[src/rtl/dehp_pkg.sv]
`timescale 1ns / 1ps
// ----------------------------------------------------------------------------
// dehp_pkg
// Types, codes and lookup functions for the DICOM element header parser.
// ----------------------------------------------------------------------------
package dehp_pkg;

  // Default preamble length in bytes
  localparam int unsigned PREAMBLE_BYTES_DEF = 128;

  // Byte class codes as reported on the result stream
  localparam logic [3:0] CLS_PREAMBLE = 4'd0;
  localparam logic [3:0] CLS_MAGIC    = 4'd1;
  localparam logic [3:0] CLS_GROUP    = 4'd2;
  localparam logic [3:0] CLS_ELEMENT  = 4'd3;
  localparam logic [3:0] CLS_VR       = 4'd4;
  localparam logic [3:0] CLS_RESERVED = 4'd5;
  localparam logic [3:0] CLS_LENGTH   = 4'd6;
  localparam logic [3:0] CLS_VALUE    = 4'd7;
  localparam logic [3:0] CLS_IGNORED  = 4'd8;

  // Pixel data tag
  localparam logic [15:0] PIXEL_GROUP   = 16'h7FE0;
  localparam logic [15:0] PIXEL_ELEMENT = 16'h0010;

  // Result word layout
  localparam int unsigned OUT_DATA_W = 88;

  // Parser phase, one-hot
  typedef enum logic [8:0] {
    PH_PREAMBLE = 9'b0_0000_0001,
    PH_MAGIC    = 9'b0_0000_0010,
    PH_GROUP    = 9'b0_0000_0100,
    PH_ELEMENT  = 9'b0_0000_1000,
    PH_VR       = 9'b0_0001_0000,
    PH_RESERVED = 9'b0_0010_0000,
    PH_LENGTH   = 9'b0_0100_0000,
    PH_VALUE    = 9'b0_1000_0000,
    PH_IGNORED  = 9'b1_0000_0000
  } phase_t;

  // Expected magic byte "DICM" at position idx
  function automatic logic [7:0] magic_byte(input logic [1:0] idx);
    logic [7:0] res;
    case (idx)
      2'd0:    res = 8'h44;
      2'd1:    res = 8'h49;
      2'd2:    res = 8'h43;
      default: res = 8'h4D;
    endcase
    return res;
  endfunction

  // VRs followed by two reserved bytes and a 32-bit length
  function automatic logic vr_is_long(input logic [15:0] vr);
    logic res;
    case (vr)
      16'h4F42, 16'h4F44, 16'h4F46, 16'h4F4C, 16'h4F57,
      16'h5351, 16'h5543, 16'h5552, 16'h5554, 16'h554E: res = 1'b1;
      default: res = 1'b0;
    endcase
    return res;
  endfunction

  // Class code of a phase
  function automatic logic [3:0] phase_class(input phase_t ph);
    logic [3:0] res;
    case (ph)
      PH_PREAMBLE: res = CLS_PREAMBLE;
      PH_MAGIC:    res = CLS_MAGIC;
      PH_GROUP:    res = CLS_GROUP;
      PH_ELEMENT:  res = CLS_ELEMENT;
      PH_VR:       res = CLS_VR;
      PH_RESERVED: res = CLS_RESERVED;
      PH_LENGTH:   res = CLS_LENGTH;
      PH_VALUE:    res = CLS_VALUE;
      default:     res = CLS_IGNORED;
    endcase
    return res;
  endfunction

endpackage

[src/rtl/dicom_element_header_parser.sv]
`timescale 1ns / 1ps
// Latency: a word accepted at one edge shows its result on out_tvalid the next cycle.
// Throughput: one byte per cycle; the per-byte phase update is combinational.
// A waiting result holds off the input; the next byte enters in the cycle it is taken.
// Reset (rst_n low, synchronous) clears the parser to the preamble phase (the magic phase if PREAMBLE_BYTES[7:0] is 0).
// in_tuser[0] (file start) restarts the parser on that byte.
// ----------------------------------------------------------------------------
// dicom_element_header_parser
// Classifies each byte of an explicit VR little-endian DICOM stream and
// reports the header fields of the element being parsed.
// ----------------------------------------------------------------------------
module dicom_element_header_parser #(
  parameter int unsigned PREAMBLE_BYTES = dehp_pkg::PREAMBLE_BYTES_DEF
) (
  input  logic                              clk,
  input  logic                              rst_n,
  input  logic                              in_tvalid,
  output logic                              in_tready,
  input  logic [7:0]                        in_tdata,   // [7:0] data_byte
  input  logic [0:0]                        in_tuser,   // [0] file_start
  output logic                              out_tvalid,
  input  logic                              out_tready,
  // [15:0] group_number, [31:16] element_number, [47:32] vr_chars,
  // [48] long_length_form, [80:49] value_length, [81] header_done,
  // [82] is_pixel_data, [83] magic_error, [87:84] zero
  output logic [dehp_pkg::OUT_DATA_W-1:0]   out_tdata,
  output logic [3:0]                        out_tuser,  // [3:0] byte_class
  output logic                              out_tlast   // value_last
);

  localparam logic [7:0] PRE_CNT = PREAMBLE_BYTES[7:0];
  localparam dehp_pkg::phase_t START_PHASE =
    (PRE_CNT == 8'd0) ? dehp_pkg::PH_MAGIC : dehp_pkg::PH_PREAMBLE;

  // Parser state
  dehp_pkg::phase_t phase_r, phase_nxt;
  logic [7:0]       pos_r, pos_nxt;
  logic [15:0]      group_r, group_nxt;
  logic [15:0]      elem_r, elem_nxt;
  logic [15:0]      vr_r, vr_nxt;
  logic [31:0]      len_r, len_nxt;
  logic [31:0]      remain_r, remain_nxt;
  logic             magic_bad_r, magic_bad_nxt;

  // Result register
  logic             out_valid_r;
  logic [3:0]       cls_r, cls_nxt;
  logic             hdr_done_r, hdr_done_nxt;
  logic             val_last_r, val_last_nxt;

  logic             in_acc;
  logic             restart;
  dehp_pkg::phase_t cur_phase;
  logic [7:0]       cur_pos;
  logic [15:0]      cur_group, cur_elem, cur_vr;
  logic [31:0]      cur_len, cur_remain;
  logic             cur_bad;
  logic [7:0]       pos_inc;
  logic [7:0]       byte_in;
  logic             lng;

  assign in_tready = !out_valid_r || out_tready;
  assign in_acc    = in_tvalid && in_tready;
  assign restart   = in_tuser[0];
  assign byte_in   = in_tdata;

  // State as seen by this byte, after an optional restart
  always_comb begin
    if (restart) begin
      cur_phase  = START_PHASE;
      cur_pos    = '0;
      cur_group  = '0;
      cur_elem   = '0;
      cur_vr     = '0;
      cur_len    = '0;
      cur_remain = '0;
      cur_bad    = 1'b0;
    end else begin
      cur_phase  = phase_r;
      cur_pos    = pos_r;
      cur_group  = group_r;
      cur_elem   = elem_r;
      cur_vr     = vr_r;
      cur_len    = len_r;
      cur_remain = remain_r;
      cur_bad    = magic_bad_r;
    end
  end

  assign pos_inc = cur_pos + 8'd1;
  assign lng     = dehp_pkg::vr_is_long(cur_vr);

  // Per-byte phase update
  always_comb begin
    phase_nxt     = cur_phase;
    pos_nxt       = cur_pos;
    group_nxt     = cur_group;
    elem_nxt      = cur_elem;
    vr_nxt        = cur_vr;
    len_nxt       = cur_len;
    remain_nxt    = cur_remain;
    magic_bad_nxt = cur_bad;
    hdr_done_nxt  = 1'b0;
    val_last_nxt  = 1'b0;
    cls_nxt       = dehp_pkg::phase_class(cur_phase);

    case (cur_phase)
      dehp_pkg::PH_PREAMBLE: begin
        pos_nxt = pos_inc;
        if (pos_inc >= PRE_CNT) begin
          phase_nxt = dehp_pkg::PH_MAGIC;
          pos_nxt   = '0;
        end
      end
      dehp_pkg::PH_MAGIC: begin
        if (byte_in != dehp_pkg::magic_byte(cur_pos[1:0])) magic_bad_nxt = 1'b1;
        pos_nxt = pos_inc;
        if (pos_inc >= 8'd4) begin
          pos_nxt   = '0;
          phase_nxt = magic_bad_nxt ? dehp_pkg::PH_IGNORED : dehp_pkg::PH_GROUP;
        end
      end
      dehp_pkg::PH_GROUP: begin
        if (cur_pos == 8'd0) begin
          group_nxt = {8'h00, byte_in};
          elem_nxt  = '0;
          vr_nxt    = '0;
          len_nxt   = '0;
          pos_nxt   = 8'd1;
        end else begin
          group_nxt = {byte_in, cur_group[7:0]};
          pos_nxt   = '0;
          phase_nxt = dehp_pkg::PH_ELEMENT;
        end
      end
      dehp_pkg::PH_ELEMENT: begin
        if (cur_pos == 8'd0) begin
          elem_nxt = {8'h00, byte_in};
          pos_nxt  = 8'd1;
        end else begin
          elem_nxt  = {byte_in, cur_elem[7:0]};
          pos_nxt   = '0;
          phase_nxt = dehp_pkg::PH_VR;
        end
      end
      dehp_pkg::PH_VR: begin
        if (cur_pos == 8'd0) begin
          vr_nxt  = {byte_in, 8'h00};
          pos_nxt = 8'd1;
        end else begin
          vr_nxt    = {cur_vr[15:8], byte_in};
          pos_nxt   = '0;
          phase_nxt = dehp_pkg::vr_is_long(vr_nxt) ? dehp_pkg::PH_RESERVED
                                                   : dehp_pkg::PH_LENGTH;
        end
      end
      dehp_pkg::PH_RESERVED: begin
        if (cur_pos == 8'd0) begin
          pos_nxt = 8'd1;
        end else begin
          pos_nxt   = '0;
          phase_nxt = dehp_pkg::PH_LENGTH;
        end
      end
      dehp_pkg::PH_LENGTH: begin
        // little-endian byte lane select
        len_nxt = cur_len | (32'(byte_in) << {cur_pos[1:0], 3'b000});
        pos_nxt = pos_inc;
        if (pos_inc >= (lng ? 8'd4 : 8'd2)) begin
          pos_nxt      = '0;
          hdr_done_nxt = 1'b1;
          remain_nxt   = len_nxt;
          if (len_nxt == 32'd0) begin
            val_last_nxt = 1'b1;
            phase_nxt    = dehp_pkg::PH_GROUP;
          end else begin
            phase_nxt = dehp_pkg::PH_VALUE;
          end
        end
      end
      dehp_pkg::PH_VALUE: begin
        remain_nxt = cur_remain - 32'd1;
        if (remain_nxt == 32'd0) begin
          val_last_nxt = 1'b1;
          phase_nxt    = dehp_pkg::PH_GROUP;
        end
      end
      default: begin
        cls_nxt   = dehp_pkg::CLS_IGNORED;
        phase_nxt = dehp_pkg::PH_IGNORED;
      end
    endcase
  end

  // Parser state registers
  always_ff @(posedge clk) begin
    if (!rst_n) begin
      phase_r     <= START_PHASE;
      pos_r       <= '0;
      group_r     <= '0;
      elem_r      <= '0;
      vr_r        <= '0;
      len_r       <= '0;
      remain_r    <= '0;
      magic_bad_r <= 1'b0;
    end else if (in_acc) begin
      phase_r     <= phase_nxt;
      pos_r       <= pos_nxt;
      group_r     <= group_nxt;
      elem_r      <= elem_nxt;
      vr_r        <= vr_nxt;
      len_r       <= len_nxt;
      remain_r    <= remain_nxt;
      magic_bad_r <= magic_bad_nxt;
    end
  end

  // Output valid
  always_ff @(posedge clk) begin
    if (!rst_n) begin
      out_valid_r <= 1'b0;
    end else if (in_acc) begin
      out_valid_r <= 1'b1;
    end else if (out_tready) begin
      out_valid_r <= 1'b0;
    end
  end

  // Output payload
  always_ff @(posedge clk) begin
    if (in_acc) begin
      cls_r      <= cls_nxt;
      hdr_done_r <= hdr_done_nxt;
      val_last_r <= val_last_nxt;
    end
  end

  // Header fields come straight from the state registers, which move with the result
  assign out_tvalid = out_valid_r;
  assign out_tuser  = cls_r;
  assign out_tlast  = val_last_r;
  assign out_tdata  = {4'b0000,
                       magic_bad_r,
                       (group_r == dehp_pkg::PIXEL_GROUP) &&
                         (elem_r == dehp_pkg::PIXEL_ELEMENT),
                       hdr_done_r,
                       len_r,
                       dehp_pkg::vr_is_long(vr_r),
                       vr_r,
                       elem_r,
                       group_r};

  // Assertions
  a_hdr_done_on_length: assert property (@(posedge clk) disable iff (!rst_n)
    out_valid_r && hdr_done_r |-> cls_r == dehp_pkg::CLS_LENGTH)
    else $error("header_done outside a length byte");

  a_zero_len_end: assert property (@(posedge clk) disable iff (!rst_n)
    out_valid_r && val_last_r && cls_r == dehp_pkg::CLS_LENGTH |-> len_r == 32'd0)
    else $error("element ended on length byte with nonzero length");

  a_magic_sticky: assert property (@(posedge clk) disable iff (!rst_n)
    magic_bad_r && !(in_acc && restart) |=> magic_bad_r)
    else $error("magic error cleared without a restart");

  a_last_class: assert property (@(posedge clk) disable iff (!rst_n)
    out_valid_r && val_last_r |->
      (cls_r == dehp_pkg::CLS_LENGTH || cls_r == dehp_pkg::CLS_VALUE))
    else $error("value_last on a byte that is neither length nor value");

endmodule

[config.mk]
export PLATFORM = sky130hd
export DESIGN_NAME = dicom_element_header_parser
export DESIGN_NICKNAME = d
export VERILOG_FILES = /design/src/rtl/dehp_pkg.sv /design/src/rtl/dicom_element_header_parser.sv
export SDC_FILE = /design/constraint.sdc
export NUM_CORES = 1
export LEC_CHECK = 0
export ABC_AREA = 0
export ABC_CLOCK_PERIOD_IN_PS = 8700
export BUFFER_PORTS_ARGS = -buffer_cell sky130_fd_sc_hd__clkbuf_2
export CAP_MARGIN = 20
export CORE_UTILIZATION = 43
export DETAILED_ROUTE_END_ITERATION = 10
export GPL_ROUTABILITY_DRIVEN = 1
export HOLD_SLACK_MARGIN = 0.15
export PLACE_DENSITY = 0.67
export SYNTH_ARGS = -nofsm -noshare
export SYNTH_HDL_FRONTEND = slang
export SYNTH_SLANG_ARGS = --single-unit
[constraint.sdc]
create_clock -name clk -period 8.7 [get_ports clk]
set_input_delay 1.305 -clock clk [delete_from_list [all_inputs] [get_ports clk]]
set_output_delay 1.305 -clock clk [all_outputs]
set_load 0.03 [all_outputs]
Yosys cells after proc, flatten, opt, wreduce, memory -nomap -nowiden
Index checks and enable logic that the tools add are counted.
{ "totals": {"register_bits": 137, "in_bits": 13, "out_inout_bits": 95, "word_cells": 135} }
{ "op_classes": {"n_addsub": 2, "n_lt_le_gt_ge": 3, "n_eq_ne": 43, "shift": 1, "n_mux": 56, "bitwise": 1, "reduce_logical": 16} }
{ "ops": {"columns": ["operator", "n"], "rows": [
  ["== test 16 x 15 -> 1 bit, second input constant", 31],
  ["2-to-1 mux 16 bit", 9],
  ["2-to-1 mux 32 bit", 4],
  ["case mux 32 bit (2 select lines)", 2],
  ["2-to-1 mux 9 bit", 10],
  ["case mux 9 bit (8 select lines)", 1],
  ["logical NOT 32 bit", 2],
  ["case mux 16 bit (2 select lines)", 2],
  ["2-to-1 mux 8 bit", 6],
  ["bitwise OR 32 bit", 1],
  ["case mux 8 bit (4 select lines)", 1],
  ["<< shifter 8 x 5 -> 32 bit", 1],
  ["subtractor 32 x 1 -> 32 bit, second input constant", 1],
  ["OR reduction 10 bit", 3],
  ["case mux 3 bit (7 select lines)", 1],
  ["== test 16 x 5 -> 1 bit, second input constant", 1],
  ["2-to-1 mux 1 bit", 16],
  ["case mux 4 bit (3 select lines)", 1],
  ["== test 9 x 1 -> 1 bit, second input constant", 1],
  ["== test 9 x 2 -> 1 bit, second input constant", 1],
  ["== test 9 x 3 -> 1 bit, second input constant", 1],
  ["== test 9 x 4 -> 1 bit, second input constant", 1],
  ["== test 9 x 5 -> 1 bit, second input constant", 1],
  ["== test 9 x 6 -> 1 bit, second input constant", 1],
  ["21 further kinds", 23]
]} }

Longest topological paths before layout
Gate-level depths: netlist of the first run.
{ "logic_depth": {"depth_word": 10, "ltp_mapped": 20, "ltp_nobuf": 19} }

Least setup slack after synthesis of the first run
Ideal clock, no wire load.
{ "synth_timing": {"kind": "input-to-reg", "from": "input in_tuser", "to": "register remain_r[3]", "setup_time_ns": 0.059, "arrival_time_ns": 5.186, "t_required_ns": 8.641, "path_slack_ns": 3.455, "path_stages": 20, "path_buffers": 7, "cell_sequence": "clkbuf_1 -> buf_1 -> clkbuf_1 -> clkbuf_1 -> buf_1 -> buf_1 -> nor2_1 -> nand2_1 -> ha_1 -> nor2b_1 -> a311oi_1 -> and3_1 -> nand3_1 -> nand2_1 -> clkinv_1 -> o31ai_1 -> clkbuf_1 -> nand2_1 -> o21ai_0 -> and2_1"} }
{ "synth_via": {"elab_chain_len": 8, "word_cells_on_any_way": 27, "classes_between": "add/sub (2); order compare (1); eq/ne (12); shift (1); mux (9); bitwise (1); reduce/logical (1)"} }
{ "synth_rtl": {"columns": ["item", "line_no", "rtl"], "rows": [
  ["from (decl)", "dicom_element_header_parser.sv:20", "input logic [0:0] in_tuser,"],
  ["2-to-1 mux 16 bit", "dicom_element_header_parser.sv:69", "if (restart) begin"],
  ["== test 16 x 15 -> 1 bit", "dehp_pkg.sv:57", "case (vr)"],
  ["OR reduction 10 bit", "dehp_pkg.sv:57", null],
  ["2-to-1 mux 1 bit", "dehp_pkg.sv:57", null],
  ["2-to-1 mux 3 bit", "dicom_element_header_parser.sv:169", "if (pos_inc >= (lng ? 8'd4 : 8'd2)) begin"],
  ["greater-or-equal comparator 8 x 3 -> 1 bit", "dicom_element_header_parser.sv:169", null],
  ["2-to-1 mux 32 bit", "dicom_element_header_parser.sv:169", null],
  ["case mux 32 bit (2 select lines) (*)", "dicom_element_header_parser.sv:107", "case (cur_phase)"],
  ["to (signal assigned)", "dicom_element_header_parser.sv:213", "remain_r <= remain_nxt;"],
  ["to (decl)", "dicom_element_header_parser.sv:42", "logic [31:0] remain_r, remain_nxt;"]
]} }
Every way passes the cells marked *; elsewhere a longest branch is shown, timed or not.
A chain may end at the register's enable or synchronous reset.

Final worst setup path of the first run
{ "layout_timing": {"from": "input in_tuser", "to": "register remain_r[9]"} }
The elaborated chain is that of the path after synthesis.

==> impl_metrics.csv, run 1 <==
group,metric,value,unit
critical_path,worstPathArrival,6740,ps
sta,tightest_slew,926,ps
placed_design,routabilityCongestion,0.907,
synth,synth_flop_cell,"dfxtp_1",
worst_hold_path,hp-class,"reg2reg",
synth,yosysWarningCount,0,
critical_path,slowest_stage,"o31ai_4",
pwr,seqPwrFrac,42.2,%
clock_network,post-cts-setup-buffers,0,
clock_network,htree_levels,4,
synth,synth_compound_area_share,26.1,%
grt,grt_pass1_vias,7651,
cells_and_area,seq_area,2800,um^2
sta,tns,0,ps
pwr,p_total,1.52,mW
drt,dr_total_vias,8647,
drt,drtAntennaViolNets,0,
clock_network,clock-root-buffer,"clkbuf_16",
cells_and_area,syn_to_final_growth,14.2,%
synth,ys_seq_elements,137,
drt,wl_per_cell,19.4,um
critical_path,critical_path.max_fanout,27,
die,pin_count,108,
die,die_area,19900,um^2
clock_network,cts_buffers,17,
cells_and_area,fin_util,50.4,%
sta,clock.fmax,157,MHz
synth,synth_edf_count,6,
critical_path,worstPathRequired,9080,ps
sta,setup_viol,0,
sta,fin_crit_sh,73.1,%
pwr,worst_ir_drop_vdd,0.150,mV
die,core,18800,um^2
die,die_w,141,um
pwr,pwr_density_cell,160,nW/um^2
grt,grtUsageTotal,27.0,%
synth,syn_area,8310,um^2
pwr,netSwitchingFraction,29.4,%
critical_path,path_class,"in2reg",
synth,synth_xor_area_share,2.11,%
pwr,pwr-share-comb,10.2,%
cells_and_area,final_nets,1133,
drt,wl,26900,um
critical_path,crit_family,"buffers and inverters",
pwr,leakage,3.49,nW
die,start_util,44.2,%
die,rows,50,
critical_path,crit_cells,18,
critical_path,crit_path_end_kind,"flop",
synth,synth-adder-area-share,1.05,%
critical_path,crit_buf_inv,5,
critical_path,cpMostUsedCell,"nand2_1",
pwr,p_switching,0.447,mW
grt,gr-total-overflow,0,
synth,synth_top_area_share,31.5,%
cells_and_area,fin_area,9490,um^2
placed_design,dp.cells,1354,
critical_path,cp_cell_sequence,"clkbuf_2 > clkinv_1 > nand2_1 > inv_1 > ha_1 > xnor2_1 > ha_1 > nor2b_1 > a311oi_1 > and3_1 > nand3_1 > nand2_1 > clkinv_1 > o31ai_4 > buf_8 > nand2_1 > o21ai_0 > and2_1",
clock_network,cts_sinks,137,
synth,async_reset_ff_share,0,%
synth,yosys-top-cells-count,"dfxtp_1 (131), nor2b_1 (112), nand2_1 (83)",
drt,viasPerCell,6.24,
grt,antenna_found_initial,0,
cells_and_area,antennaDiodeCount,0,
cells_and_area,multi_input_area,5090,um^2
sta,slew_headroom,38.3,%
clock_network,cts_tree,"built",
sta,finalHoldViolCount,0,
sta,rsz0062_at_grt,"no",
synth,synth_cell_types,77,
synth,yosysSeqAreaShare,33.7,%
synth,synth_top_family_by_area,"simple AND/OR/NAND/NOR gates",
drt,initialDrtViolationCount,1093,
outcome,status,"finished, final reports clean",
synth,yosys.area_share.simple,30.7,%
drt,drc,0,
die,die_h,141,um
synth,synth.most_common_cell,"dfxtp_1",
placed_design,port_buffers,103,
sta,min_period,6360,ps
cells_and_area,drive_gt1_share,14.8,%
cells_and_area,n_fill_cell,1861,
placed_design,dpl_cell_area,8900,um^2
placed_design,dp_hpwl,18300,um
critical_path,cp_slowest_stage_delay,1050,ps
pwr,p_int,1.08,mW
sta,finalMaxSlewViolations,0,
sta,holdWs,501,ps
job,maxCapViolCount,0,
synth,synth.avg_cell_area,7.80,um^2
grt,grt_start_max_net_pins,89,
critical_path,r2r_cells,20,
grt,grt_pass1_wl,42300,um
critical_path,cp-start-kind,"input port",
synth,synthMuxAreaShare,0.888,%
clock_network,clk_pin_slew,70,ps
sta,clock-skew-final,15.9,ps
drt,first_pass_iters,5,
synth,syn-instance-count,1066,
pwr,p_clk_share,47.7,%
clock_network,clk_latency,440,ps
clock_network,ctsResizeCount,0,
worst_hold_path,hold_depth,2,
cells_and_area,fin_cells,1386,
synth,synth_top_cell_by_area,"dfxtp_1",
clock_network,postCtsHoldBufs,0,
synth,synth.area.top_cells,"dfxtp_1 (32%), nor2b_1 (8.4%), a22oi_1 (7.1%)",
placed_design,dp_worst_setup_slack,2090,ps
clock_network,cts_buffer_depth,2,
sta,setup_ws,2340,ps
-- worst reg2reg max path: cells and delay by family, from the launching register on --
family / cells / cell delay (ps)
AND/OR/NAND/NOR: 10 / 2590
AO/OA/AOI/OAI: 7 / 1820
adder cells (fa/ha/maj): 1 / 330
buffers and inverters: 2 / 1080
flip-flops: 1 / 360
-- state kept, by name (all words and copies together) (netlist names) --
register and flops:
vr_r 16, elem_r 16, out_tlast 1, hdr_done_r 1
group_r 16, len_r 32, out_tvalid 1, remain_r 32
magic_bad_r 1, phase_r 9, pos_r 8, out_tuser 4
-- path summary, 6_finish.rpt --
check,start,slack (ps),to
worst max-delay path,in_tuser,2340,remain_r[9]
worst min-delay path,group_r[4],500,group_r[4]
worst min register to register,group_r[4],500,group_r[4]
worst max register to register,vr_r[14],2440,remain_r[9]
-- layer usage --
layer	global-route usage, %	part of all wire, %
met3	5.37	10
met2	38.2	42
met5	0	0
met1	39.9	46
met4	9.73	2.0
-- cell type report --
cell class,instances,share of cell area [%]
multi-input combinational,824,53.6
sequential,137,29.5
timing repair buffer,116,6.59
clock buffer,18,4.63
tap,260,3.43
clock inverter,14,1.58
inverter,17,0.672
-- kinds of logic (layout without fill, tap and decap cells) --
logic type / count (synthesis) / in the layout
buf+inv: 108 / 165
simple gates: 463 / 463
compound gates: 323 / 323
flops: 137 / 137
mux: 7 / 7
fa+ha+maj: 7 / 7
xor+xnor: 20 / 20
other cells: 1 / 4
-- power by group through the flow --
stage	Combinational (mW)	Clock, mW	Sequential (mW)
floorplan	0.114	0	0.655
global placement	0.149	0	0.656
detailed placement	0.151	0	0.656
CTS	0.151	0.735	0.642
global route	0.166	0.762	0.642
finish	0.155	0.725	0.642
-- placed cells by master (no fill, tap or decap), types with 6 or more instances in the layout --
master     count
o21a_1         8
or4_1         17
and3_1         9
buf_4         10
dfxtp_1      131
a22o_1         6
nand2_1       83
xor2_1         8
nand3b_1      11
a21boi_0      14
inv_1         14
nor2_1        70
a21o_1         6
xnor2_1       12
edfxtp_1       6
clkbuf_2     102
nor2b_1      112
nand4_1       13
nand3_1       37
nor3_1        29
clkbuf_16     17
or3_1          7
and2_1        12
a22oi_1       79
a21oi_1       73
o22ai_1        8
a32oi_1       19
o21ai_0       49
a31oi_1       11
ha_1           7
nor4_1        30
No activity file was read; power rests on OpenSTA's default activity.
==> inputs of run 2 (changes only) <==
ABC_AREA = 1   (was 0)
ABC_CLOCK_PERIOD_IN_PS = 5900   (was 8700)
clock period = 5.9 ns   (was 8.7 ns; I/O delays follow)
==> impl_metrics.csv, run 2 <==
group,metric,value,unit
synth,synth_top_area_share,27.3,%
cells_and_area,mostFrequentLayoutCells,"nand2_1 (392), inv_1 (188), nor2_1 (175)",
drt,drc,0,
clock_network,clk_latency,440,ps
critical_path,critical_path.max_fanout,25,
grt,grt_pass1_vias,9750,
drt,wl,33300,um
placed_design,dp_hpwl,24100,um
critical_path,crit_buf_inv,6,
job,maxCapViolCount,0,
critical_path,crit_family,"simple AND/OR/NAND/NOR gates",
grt,gr-total-overflow,0,
clock_network,clk_pin_slew,70,ps
placed_design,port_buffers,103,
synth,synth_xor_area_share,0.729,%
sta,tns,0,ps
clock_network,post-cts-setup-buffers,0,
critical_path,crit_path_end_kind,"flop",
synth,yosys.area_share.simple,32.4,%
clock_network,cts_buffers,17,
critical_path,worstPathRequired,6230,ps
die,die_h,151,um
cells_and_area,antennaDiodeCount,0,
synth,synth_cell_types,51,
drt,wl_per_cell,17.4,um
die,core,21900,um^2
synth,synth.most_common_cell,"nand2_1",
cells_and_area,layout_commonest_cell,"nand2_1",
critical_path,cp_cell_sequence,"clkbuf_2 > buf_4 > inv_2 > nand2_1 > inv_1 > ha_1 > xnor2_1 > inv_1 > ha_1 > nand2_1 > nor2_1 > nand2_1 > nand2_1 > nor2_4 > nand2_1 > nand2_4 > nor2_1 > nor2_1 > o21ai_0 > inv_1",
critical_path,cp-start-kind,"input port",
synth,synth-adder-area-share,0.912,%
pwr,pwr_density_cell,258,nW/um^2
worst_hold_path,hp-start,"phase_r[5]",
drt,first_pass_iters,6,
pwr,worst_ir_drop_vdd,0.151,mV
die,rows,54,
placed_design,dpl_cell_area,10200,um^2
worst_hold_path,hp-class,"reg2reg",
cells_and_area,final_nets,1638,
synth,yosysSeqAreaShare,29.2,%
grt,grtUsageTotal,29.8,%
sta,fin_crit_sh,71.8,%
clock_network,clock-root-buffer,"clkbuf_16",
sta,rsz0062_at_grt,"no",
synth,synth_flop_cell,"dfxtp_1",
cells_and_area,syn_to_final_growth,12.3,%
cells_and_area,fin_area,10800,um^2
synth,yosys-top-cells-count,"nand2_1 (392), inv_1 (189), nor2_1 (176)",
synth,synthMuxAreaShare,0,%
grt,antenna_found_initial,0,
sta,finalHoldViolCount,0,
die,die_area,22900,um^2
drt,dr_total_vias,11022,
clock_network,cts_sinks,137,
synth,ys_seq_elements,137,
sta,clock.fmax,236,MHz
pwr,p_total,2.78,mW
sta,min_period,4240,ps
drt,viasPerCell,5.77,
critical_path,crit_cells,20,
outcome,status,"finished, final reports clean",
sta,tightest_slew,823,ps
grt,grt_pass1_wl,53100,um
critical_path,path_class,"in2reg",
die,start_util,43.9,%
synth,synth.avg_cell_area,6.16,um^2
sta,setup_viol,0,
critical_path,slowest_stage,"nand2_1",
pwr,leakage,5.09,nW
die,pin_count,108,
synth,synth_top_family_by_area,"simple AND/OR/NAND/NOR gates",
sta,clock-skew-final,15.9,ps
cells_and_area,drive_gt1_share,11.8,%
clock_network,cts_buffer_depth,2,
cells_and_area,n_fill_cell,2295,
critical_path,cp_slowest_stage_delay,600,ps
synth,syn-instance-count,1560,
die,die_w,151,um
synth,synth_edf_count,6,
worst_hold_path,whs_endpoint,"phase_r[5]",
synth,synth.area.top_cells,"dfxtp_1 (27%), nand2_1 (15%), o21ai_0 (8.6%)",
worst_hold_path,hold_depth,2,
cells_and_area,reg.largest.list,"len_r: 32 flops, remain_r: 32 flops",
critical_path,timing.rr.start,"vr_r[14]",
critical_path,rr_endpoint,"pos_r[1]",
sta,slew_headroom,45.0,%
drt,drtAntennaViolNets,0,
synth,synth_top_cell_by_area,"dfxtp_1",
critical_path,worstPathArrival,4570,ps
synth,synth_compound_area_share,24.8,%
synth,async_reset_ff_share,0,%
clock_network,htree_levels,4,
critical_path,r2r_cells,23,
drt,initialDrtViolationCount,1172,
critical_path,cpMostUsedCell,"nand2_1",
critical_path,regToRegSetupSlack,1900,ps
clock_network,ctsResizeCount,0,
clock_network,cts_tree,"built",
sta,finalMaxSlewViolations,0,
clock_network,postCtsHoldBufs,0,
synth,syn_area,9610,um^2
synth,yosysWarningCount,0,
placed_design,routabilityCongestion,0.970,
grt,grt_start_max_net_pins,73,
==> run 2: cell types whose count changed in the layout (fill, tap and decap cells not counted), sizes merged, moves of 19 or more <==
cell	change
o211ai	+35
o21ai	+117
a21oi	-19
o22ai	+20
o221ai	+30
nor2	+126
nor2b	-112
a22oi	-67
inv	+184
nand3	+20
nand2	+315
nor4	-21
or4	-20
==> run 2: worst reg2reg max path: stages, from the launching register on <==
cell and delay (ps):
dfxtp_1 370, inv_1 70, nor2_1 270, nand3_1 170, nor4_1 520, nand3_1 140
o21ai_0 110, nand3_1 80, o21ai_0 70, o21ai_0 100, nand2_1 70, nand2_1 110
ha_1 330, nand2_1 50, nor2_1 100, nand2_1 60, nand2_1 100, nor2_4 50
nand2_1 600, nand2_4 150, nor2_1 150, nor2_1 50, o21ai_0 140, inv_1 50
==> run 2: cell families after synthesis <==
family	Yosys count
AND/OR/NAND/NOR	732
AO/OA/AOI/OAI	393
buffers and inverters	282
flip-flops	137
XOR/XNOR	8
adder cells (fa/ha/maj)	7
other	1
==> run 2: area by class of cell <==
class / instances / area (um^2) / share of cell area [%]
clock buffer: 18 / 439 / 4.07
clock inverter: 14 / 151 / 1.40
inverter: 202 / 761 / 7.05
multi-input combinational: 1144 / 5670 / 52.6
sequential: 137 / 2800 / 26.0
tap: 280 / 350 / 3.25
timing repair buffer: 116 / 613 / 5.68
==> run 2: power by group <==
| group | leakage [nW] | total [mW] | switching [mW] | internal (mW) |
|---|---|---|---|---|
| combinational | 3.67 | 0.656 | 0.478 | 0.178 |
| clock | 0.287 | 1.10 | 0.523 | 0.578 |
| sequential | 1.14 | 1.03 | 0.0457 | 0.980 |
==> run 2: worst max path at each step <==
stage / start / to / slack [ps]
floorplan: in_tuser / remain_r[15] / 2180
global placement: in_tuser / pos_r[1] / 1340
detailed placement: in_tuser / pos_r[1] / 1260
CTS: in_tuser / pos_r[1] / 1710
global route: in_tuser / pos_r[1] / 1260
finish: in_tuser / pos_r[1] / 1660
==> run 2: metal layers <==
metal  vias up  global-route usage [%]  share of wire (%)
met1      5047                    43.1                 46
met5         -                       0                  0
met4         0                    7.15                1.4
met3        46                    5.87                9.2
met2       566                    44.9                 43
li1       5363                       -                  -
==> run 2: per-stage QoR <==
step           hold slack, ps  cells  util (%)  setup WS [ps]
2_1_floorplan             437   1563         -           2180
3_5_place_dp              461   1879      46.6           1260
5_1_grt                   489   1911      49.3           1260
3_3_place_gp              452   1879      46.6           1340
6_report                  468   1911      49.3           1660
4_1_cts                   471   1911      49.3           1710
